### src/hdl/nbq_pkg.sv
package nbq_pkg;

  // Field and datapath widths
  localparam int SAMPLE_W  = 12;
  localparam int COEF_W    = 16;
  localparam int SHIFT_W   = 5;
  localparam int CFG_IDX_W = 3;
  localparam int PROD_W    = SAMPLE_W + 1 + COEF_W;
  localparam int ACC_W     = 33;
  localparam int NUM_FF    = 3;
  localparam int NUM_FB    = 2;

  localparam logic [SAMPLE_W-1:0] SAMPLE_MAX = SAMPLE_W'((1 << SAMPLE_W) - 1);

  // Configuration register indexes
  typedef enum logic [CFG_IDX_W-1:0] {
    REG_FF_COEF_0  = 3'd0,
    REG_FF_COEF_1  = 3'd1,
    REG_FF_COEF_2  = 3'd2,
    REG_FB_COEF_1  = 3'd3,
    REG_FB_COEF_2  = 3'd4,
    REG_FRAC_SHIFT = 3'd5
  } reg_idx_t;

  typedef logic [COEF_W-1:0] coef_t;

  // Current filter settings
  typedef struct packed {
    coef_t [NUM_FF-1:0]  ff_coef;
    coef_t [NUM_FB-1:0]  fb_coef;
    logic [SHIFT_W-1:0]  frac_shift;
  } cfg_t;

  // Item handed from the feedforward stage to the feedback stage
  typedef struct packed {
    logic                    valid;
    logic                    start;
    logic signed [ACC_W-1:0] ff_sum;
  } ff_stage_t;

endpackage

### src/hdl/nbq_cfg.sv
module nbq_cfg (
  input  logic                          clk,
  input  logic                          rst_n,
  input  logic                          cfg_valid,
  output logic                          cfg_ready,
  input  logic [nbq_pkg::CFG_IDX_W-1:0] cfg_index,
  input  logic [nbq_pkg::COEF_W-1:0]    cfg_data,
  output nbq_pkg::cfg_t                 cfg
);

  nbq_pkg::cfg_t cfg_r;

  // Writes are always taken; unknown indexes are dropped.
  assign cfg_ready = 1'b1;
  assign cfg       = cfg_r;

  always_ff @(posedge clk) begin
    if (!rst_n) begin
      cfg_r.ff_coef[0]  <= nbq_pkg::coef_t'(16'd4096);
      cfg_r.ff_coef[1]  <= '0;
      cfg_r.ff_coef[2]  <= '0;
      cfg_r.fb_coef[0]  <= '0;
      cfg_r.fb_coef[1]  <= '0;
      cfg_r.frac_shift  <= nbq_pkg::SHIFT_W'(12);
    end else if (cfg_valid) begin
      unique case (nbq_pkg::reg_idx_t'(cfg_index))
        nbq_pkg::REG_FF_COEF_0:  cfg_r.ff_coef[0] <= cfg_data;
        nbq_pkg::REG_FF_COEF_1:  cfg_r.ff_coef[1] <= cfg_data;
        nbq_pkg::REG_FF_COEF_2:  cfg_r.ff_coef[2] <= cfg_data;
        nbq_pkg::REG_FB_COEF_1:  cfg_r.fb_coef[0] <= cfg_data;
        nbq_pkg::REG_FB_COEF_2:  cfg_r.fb_coef[1] <= cfg_data;
        nbq_pkg::REG_FRAC_SHIFT: cfg_r.frac_shift <= cfg_data[nbq_pkg::SHIFT_W-1:0];
        default: ;
      endcase
    end
  end

endmodule

### src/hdl/nbq_ff.sv
module nbq_ff #(
  parameter int FF_TAPS = 3
) (
  input  logic                         clk,
  input  logic                         rst_n,
  input  logic                         in_valid,
  output logic                         in_ready,
  input  logic [nbq_pkg::SAMPLE_W-1:0] in_sample,
  input  logic                         in_start_req,
  input  nbq_pkg::cfg_t                cfg,
  input  logic                         take,
  output nbq_pkg::ff_stage_t           stage
);

  logic [nbq_pkg::SAMPLE_W-1:0]     xh_r [nbq_pkg::NUM_FF-1];
  logic [nbq_pkg::SAMPLE_W-1:0]     tap  [nbq_pkg::NUM_FF];
  logic signed [nbq_pkg::PROD_W-1:0] prod [nbq_pkg::NUM_FF];
  logic signed [nbq_pkg::ACC_W-1:0]  sum;
  nbq_pkg::ff_stage_t               stage_r;
  logic                             accept;

  assign in_ready = !stage_r.valid || take;
  assign accept   = in_valid && in_ready;
  assign stage    = stage_r;

  // Taps over the current sample and the input history; a start item sees zero history.
  always_comb begin
    tap[0] = in_sample;
    for (int j = 1; j < nbq_pkg::NUM_FF; j++) begin
      tap[j] = in_start_req ? '0 : xh_r[j-1];
    end
    sum = '0;
    for (int j = 0; j < nbq_pkg::NUM_FF; j++) begin
      prod[j] = $signed({1'b0, tap[j]}) * $signed(cfg.ff_coef[j]);
      if (j < FF_TAPS) begin
        sum = sum + nbq_pkg::ACC_W'(prod[j]);
      end
    end
  end

  // Stage register and item valid
  always_ff @(posedge clk) begin
    if (!rst_n) begin
      stage_r.valid <= 1'b0;
    end else if (accept) begin
      stage_r.valid <= 1'b1;
    end else if (take) begin
      stage_r.valid <= 1'b0;
    end
  end

  always_ff @(posedge clk) begin
    if (accept) begin
      stage_r.start  <= in_start_req;
      stage_r.ff_sum <= sum;
    end
  end

  // Input history shifts on every accepted item.
  always_ff @(posedge clk) begin
    if (!rst_n) begin
      for (int j = 0; j < nbq_pkg::NUM_FF - 1; j++) begin
        xh_r[j] <= '0;
      end
    end else if (accept) begin
      xh_r[0] <= in_sample;
      for (int j = 1; j < nbq_pkg::NUM_FF - 1; j++) begin
        xh_r[j] <= tap[j];
      end
    end
  end

endmodule

### src/hdl/nbq_fb.sv
module nbq_fb #(
  parameter int FB_TAPS = 2
) (
  input  logic                         clk,
  input  logic                         rst_n,
  input  nbq_pkg::ff_stage_t           stage,
  input  nbq_pkg::cfg_t                cfg,
  output logic                         take,
  output logic                         out_valid,
  input  logic                         out_ready,
  output logic [nbq_pkg::SAMPLE_W-1:0] out_filtered
);

  logic [nbq_pkg::SAMPLE_W-1:0]      yh_r [nbq_pkg::NUM_FB];
  logic [nbq_pkg::SAMPLE_W-1:0]      yh   [nbq_pkg::NUM_FB];
  logic signed [nbq_pkg::PROD_W-1:0] prod [nbq_pkg::NUM_FB];
  logic signed [nbq_pkg::ACC_W-1:0]  acc;
  logic signed [nbq_pkg::ACC_W-1:0]  rnd;
  logic signed [nbq_pkg::ACC_W-1:0]  shifted;
  logic [nbq_pkg::SAMPLE_W-1:0]      y_nxt;
  logic                              out_valid_r;
  logic [nbq_pkg::SAMPLE_W-1:0]      out_filtered_r;

  assign take         = stage.valid && (!out_valid_r || out_ready);
  assign out_valid    = out_valid_r;
  assign out_filtered = out_filtered_r;

  // Feedback terms, rounding, arithmetic shift and clamp to the sample range.
  always_comb begin
    acc = stage.ff_sum;
    for (int j = 0; j < nbq_pkg::NUM_FB; j++) begin
      yh[j]   = stage.start ? '0 : yh_r[j];
      prod[j] = $signed({1'b0, yh[j]}) * $signed(cfg.fb_coef[j]);
      if (j < FB_TAPS) begin
        acc = acc - nbq_pkg::ACC_W'(prod[j]);
      end
    end
    if (cfg.frac_shift != '0) begin
      rnd = nbq_pkg::ACC_W'(1) <<< (cfg.frac_shift - nbq_pkg::SHIFT_W'(1));
    end else begin
      rnd = '0;
    end
    shifted = (acc + rnd) >>> cfg.frac_shift;
    if (shifted < 0) begin
      y_nxt = '0;
    end else if (shifted > nbq_pkg::ACC_W'(nbq_pkg::SAMPLE_MAX)) begin
      y_nxt = nbq_pkg::SAMPLE_MAX;
    end else begin
      y_nxt = shifted[nbq_pkg::SAMPLE_W-1:0];
    end
  end

  // Output register valid
  always_ff @(posedge clk) begin
    if (!rst_n) begin
      out_valid_r <= 1'b0;
    end else if (take) begin
      out_valid_r <= 1'b1;
    end else if (out_ready) begin
      out_valid_r <= 1'b0;
    end
  end

  always_ff @(posedge clk) begin
    if (take) begin
      out_filtered_r <= y_nxt;
    end
  end

  // Output history holds the clamped results.
  always_ff @(posedge clk) begin
    if (!rst_n) begin
      for (int j = 0; j < nbq_pkg::NUM_FB; j++) begin
        yh_r[j] <= '0;
      end
    end else if (take) begin
      yh_r[0] <= y_nxt;
      for (int j = 1; j < nbq_pkg::NUM_FB; j++) begin
        yh_r[j] <= yh[j-1];
      end
    end
  end

endmodule

### src/hdl/fixed_point_notch_biquad_top.sv
// Direct-form-1 IIR notch biquad on a 12-bit unsigned sample stream, one
// filtered sample per input item. The block takes one item per clock cycle
// while the output is not stalled; out_valid rises once the item has passed
// through a stage register and then an output register. The first stage
// registers the feedforward sum of three 12x16 products; the second stage
// subtracts the two feedback products over the stored outputs, rounds,
// shifts by frac_shift and clamps to 0..4095, so that this output feedback
// loop sets the rate. An item with start_req set sees zero input and output
// history. Registers are to be written through the cfg port only while no
// item is in flight; the user is bound by this, as the block does not enforce it.
module fixed_point_notch_biquad_top #(
  parameter int FF_TAPS = 3,
  parameter int FB_TAPS = 2
) (
  input  logic                          clk,
  input  logic                          rst_n,
  input  logic                          in_valid,
  output logic                          in_ready,
  input  logic [nbq_pkg::SAMPLE_W-1:0]  in_sample,
  input  logic                          in_start_req,
  output logic                          out_valid,
  input  logic                          out_ready,
  output logic [nbq_pkg::SAMPLE_W-1:0]  out_filtered,
  input  logic                          cfg_valid,
  output logic                          cfg_ready,
  input  logic [nbq_pkg::CFG_IDX_W-1:0] cfg_index,
  input  logic [nbq_pkg::COEF_W-1:0]    cfg_data
);

  nbq_pkg::cfg_t      cfg;
  nbq_pkg::ff_stage_t stage;
  logic               take;

  nbq_cfg u_cfg (
    .clk       (clk),
    .rst_n     (rst_n),
    .cfg_valid (cfg_valid),
    .cfg_ready (cfg_ready),
    .cfg_index (cfg_index),
    .cfg_data  (cfg_data),
    .cfg       (cfg)
  );

  nbq_ff #(
    .FF_TAPS (FF_TAPS)
  ) u_ff (
    .clk          (clk),
    .rst_n        (rst_n),
    .in_valid     (in_valid),
    .in_ready     (in_ready),
    .in_sample    (in_sample),
    .in_start_req (in_start_req),
    .cfg          (cfg),
    .take         (take),
    .stage        (stage)
  );

  nbq_fb #(
    .FB_TAPS (FB_TAPS)
  ) u_fb (
    .clk          (clk),
    .rst_n        (rst_n),
    .stage        (stage),
    .cfg          (cfg),
    .take         (take),
    .out_valid    (out_valid),
    .out_ready    (out_ready),
    .out_filtered (out_filtered)
  );

  // An accepted item always lands in the first stage.
  assert property (@(posedge clk) disable iff (!rst_n)
    (in_valid && in_ready) |=> stage.valid)
    else $error("accepted item missing from first stage");

  // A staged item that is not moved on stays in place.
  assert property (@(posedge clk) disable iff (!rst_n)
    (stage.valid && !take) |=> (stage.valid && $stable(stage.ff_sum)))
    else $error("staged item lost while output stalled");

  // Moving an item into the output register makes a result visible.
  assert property (@(posedge clk) disable iff (!rst_n)
    take |=> out_valid)
    else $error("result not presented after stage advance");

  // Nothing advances into a full output register that is not being drained.
  assert property (@(posedge clk) disable iff (!rst_n)
    (out_valid && !out_ready) |-> !take)
    else $error("output register overwritten");

endmodule
### config.mk
export PLATFORM = sky130hd
export DESIGN_NAME = fixed_point_notch_biquad_top
export DESIGN_NICKNAME = d
export VERILOG_FILES = /design/src/hdl/nbq_pkg.sv /design/src/hdl/nbq_cfg.sv /design/src/hdl/nbq_ff.sv /design/src/hdl/nbq_fb.sv /design/src/hdl/fixed_point_notch_biquad_top.sv
export SDC_FILE = /design/constraint.sdc
export NUM_CORES = 2
export LEC_CHECK = 0
export ABC_AREA = 1
export BUFFER_PORTS_ARGS = -buffer_cell sky130_fd_sc_hd__buf_4
export CORE_UTILIZATION = 70
export DETAILED_ROUTE_END_ITERATION = 8
export HOLD_SLACK_MARGIN = 0.02
export PLACE_DENSITY = 0.86
export SLEW_MARGIN = 20
export SYNTH_ARGS = -nofsm -noshare
export SYNTH_HDL_FRONTEND = slang
export SYNTH_SLANG_ARGS = --single-unit
### constraint.sdc
create_clock -name clk -period 14.3 [get_ports clk]
set_input_delay 2.145 -clock clk [delete_from_list [all_inputs] [get_ports clk]]
set_output_delay 2.145 -clock clk [all_outputs]
set_load 0.05 [all_outputs]
==> impl_metrics.env <==
export IMPL_finalHoldViolCount=0
export IMPL_critPathSlowestCell="fa_1"
export IMPL_max_stage_delay_ns=0.82
export IMPL_finalMaxSlewViolations=0
export IMPL_grt_first_pass_wirelength_um=221000
export IMPL_clk_latency_ns=0.53
export IMPL_ys_async_sr_fraction=0
export IMPL_clockBufferDepth=2
export IMPL_startpoint_type="flip-flop"
export IMPL_maxCapViolations=0
export IMPL_synth_seq_cells=179
export IMPL_postCtsSetupRepairBufs=0
export IMPL_ys_seq_area_frac=0.0952
export IMPL_hpwl_um=120000
export IMPL_multi_input_area_um2=36900
export IMPL_register_area_um2=4500
export IMPL_via_count=36900
export IMPL_rsz0062_at_grt="no"
export IMPL_synth_edff_count=92
export IMPL_critPathKind="flip-flop to flip-flop"
export IMPL_hold_path_startpoint="u_fb.out_valid$_SDFFE_PN0P_"
export IMPL_drt_iter0_drc=3752
export IMPL_crit_start="u_ff.stage[33]$_DFFE_PP_"
export IMPL_firstDrtPassIters=9
export IMPL_num_fill_cells=4949
export IMPL_num_io_pins=52
export IMPL_wl_per_cell_um=23.0
export IMPL_tightest_slew_ns=1.11
export IMPL_irDropWorstVdd_mv=0.207
export IMPL_root_buffer="clkbuf_16"
export IMPL_cts_hold_fix_buffers=0
export IMPL_power_density_nw_per_um2=162
export IMPL_worstSetupEndpointType="flip-flop"
export IMPL_tns_ns=0
export IMPL_cts_tree="yes"
export IMPL_core_area_um2=66300
export IMPL_r2r_start="u_ff.stage[33]$_DFFE_PP_"
export IMPL_drc_errors=0
export IMPL_port_buffers=50
export IMPL_die_h_um=262
export IMPL_min_path_type="flip-flop to flip-flop"
export IMPL_cts_sinks=179
export IMPL_place_congestion=1.04
export IMPL_setup_viol=0
export IMPL_max_freq_mhz=99.3
export IMPL_drive_gt1_frac=0.0324
export IMPL_crit_arrival_ns=10.34
export IMPL_start_util=0.713
export IMPL_finalCritPeriodShare=0.704
export IMPL_htree_levels=4
export IMPL_relSlewSlack=0.256
export IMPL_synthFlopType="edfxtp_1"
export IMPL_cts_resized=0
export IMPL_clk_pin_slew_worst_paths_ns=0.09
export IMPL_instances_no_fill=6237
export IMPL_numCtsBuffers=17
export IMPL_synth_warnings=0
export IMPL_grt_use_total=0.445
export IMPL_layout_nets=6858
export IMPL_rows=94
export IMPL_routed_via_density=5.91
export IMPL_crit_required_ns=14.58
export IMPL_wl_um=144000
export IMPL_antenna_found_initial=12
export IMPL_holdWs_ns=0.522
export IMPL_fp_dieW_um=262
export IMPL_antenna_left=0
export IMPL_dieArea_um2=68600
export IMPL_p_leak_uw=0.0244
export IMPL_critPathMostFrequentCell="fa_1"
export IMPL_min_period_ns=10.07
export IMPL_grt_pass1_vias=39000
export IMPL_grt_max_degree=53
export IMPL_placedCellCount=6199
export IMPL_synth_cells=5451
export IMPL_finalClockSkew_ns=0.0167
export IMPL_synth_distinct_cells=51
export IMPL_synth_area_per_cell_um2=8.68
export IMPL_synthToLayoutAreaGrowth_pct=3.15
export IMPL_grt_overflow=0
export IMPL_syn_area_um2=47300
export IMPL_status="completed"
export IMPL_cp_max_fo=29
[cell usage in the layout (no fill, tap or decap), drive strengths merged, types with 4 or more instances in the layout]
cell type  netlist  routed
a21oi          135     135
a31oi           10      10
buf             39      75
clkbuf         153      17
clkinv          22      30
dfxtp           87      87
diode            0       6
edfxtp          92      92
fa            1169    1169
ha             298     298
inv           1346    1353
nand2          986     986
nand3          180     180
nand4           14      14
nor2           654     654
nor3            19      19
o211ai           8       8
o21ai          138     138
o21bai           6       6
or2              4       4
xnor2           26      26
xor2            41      41
[logic make-up (layout without fill, tap and decap cells)]
kind of cell             count (synthesis)  count (layout)  synth area share
other                                    1               8         0.0000793
XOR/XNOR                                67              67            0.0124
buffers and inverters                 1560            1475             0.125
AND/OR/NAND/NOR                       1865            1865             0.159
adder cells (fa/ha/maj)               1468            1468             0.574
flip-flops                             179             179            0.0952
AO/OA/AOI/OAI                          309             309            0.0346
multiplexers                             2               2          0.000423
[routing by layer]
layer  GRT usage  vias up  share of wire
li1            -    15600              -
met1       0.496    18200           0.32
met2       0.727     2264           0.48
met3      0.0892      747          0.087
met4       0.402        8           0.11
met5           0        -        0.00033
[path summary, 6_finish.rpt]
check	depth (start not counted)	slack, ns	to
min reg2reg	2	0.52	u_fb.out_valid$_SDFFE_PN0P_
min	2	0.52	u_fb.out_valid$_SDFFE_PN0P_
max reg2reg	35	4.23	u_fb.yh_r[0][2]$_SDFFCE_PN0P_
max	35	4.23	u_fb.yh_r[0][2]$_SDFFCE_PN0P_
[sequential cells by signal (all words and copies together), names as in the netlist]
register / cells
u_cfg.cfg: 85
u_ff.stage: 33
u_fb.yh_r: 24
u_ff.xh_r: 24
u_fb.out_filtered: 12
u_fb.out_valid: 1
[worst max-delay path, delay by kind of cell (launching register included)]
family | cells | cell delay, ns
AOI/OAI and AO/OA | 1 | 0.14
adders and majority gates | 9 | 4.88
DFF | 1 | 0.38
and+or+nand+nor | 19 | 3.04
buffers and inverters | 6 | 1.39
[metrics by stage]
stage / total power, µW / setup slack (ns) / area (µm²) / util
after floorplan: 5510 / 5.23 / 47300 / -
after global placement: 7120 / 4.31 / 48200 / 0.726
after detailed placement: 7220 / 4.17 / 48200 / 0.726
after CTS: 7760 / 4.46 / 48800 / 0.735
after global routing: 8650 / 3.97 / 48800 / 0.735
final: 7900 / 4.23 / 48800 / 0.736
[cell usage after synthesis, drive strengths merged, types with 2 or more instances]
cell,number,share of area
nor2,654,0.053
nor3,19,0.0024
nand2,986,0.080
fa,1169,0.49
nand4,14,0.0019
a21o,2,0.00032
xnor2,26,0.0048
o21ai,138,0.015
inv,1346,0.11
nand3b,2,0.00032
ha,298,0.079
and2,3,0.00040
a21oi,135,0.014
o21bai,6,0.00095
o211ai,8,0.0013
nand3,180,0.021
or2,4,0.00053
mux2i,2,0.00042
dfxtp,87,0.037
clkinv,22,0.0017
buf,39,0.0041
xor2,41,0.0076
edfxtp,92,0.058
a31oi,10,0.0013
o21a,3,0.00048
a21boi,2,0.00032
clkbuf,153,0.012
[power by group]
group	internal, µW	total [µW]	leakage [µW]	switching, µW
sequential	694	786	0.00166	92.7
clock	233	509	0.000289	276
combinational	2180	6600	0.0225	4420
[layout make-up]
type | count | area share
Clock buffer | 17 | 0.00872
Clock inverter | 15 | 0.00331
Tap cell | 864 | 0.0222
Sequential cell | 179 | 0.0923
Timing Repair Buffer | 75 | 0.0115
Antenna cell | 6 | 0.000308
Multi-Input combinational cell | 3713 | 0.756
Inverter | 1368 | 0.105
No activity file was read; power rests on OpenSTA's default activity.
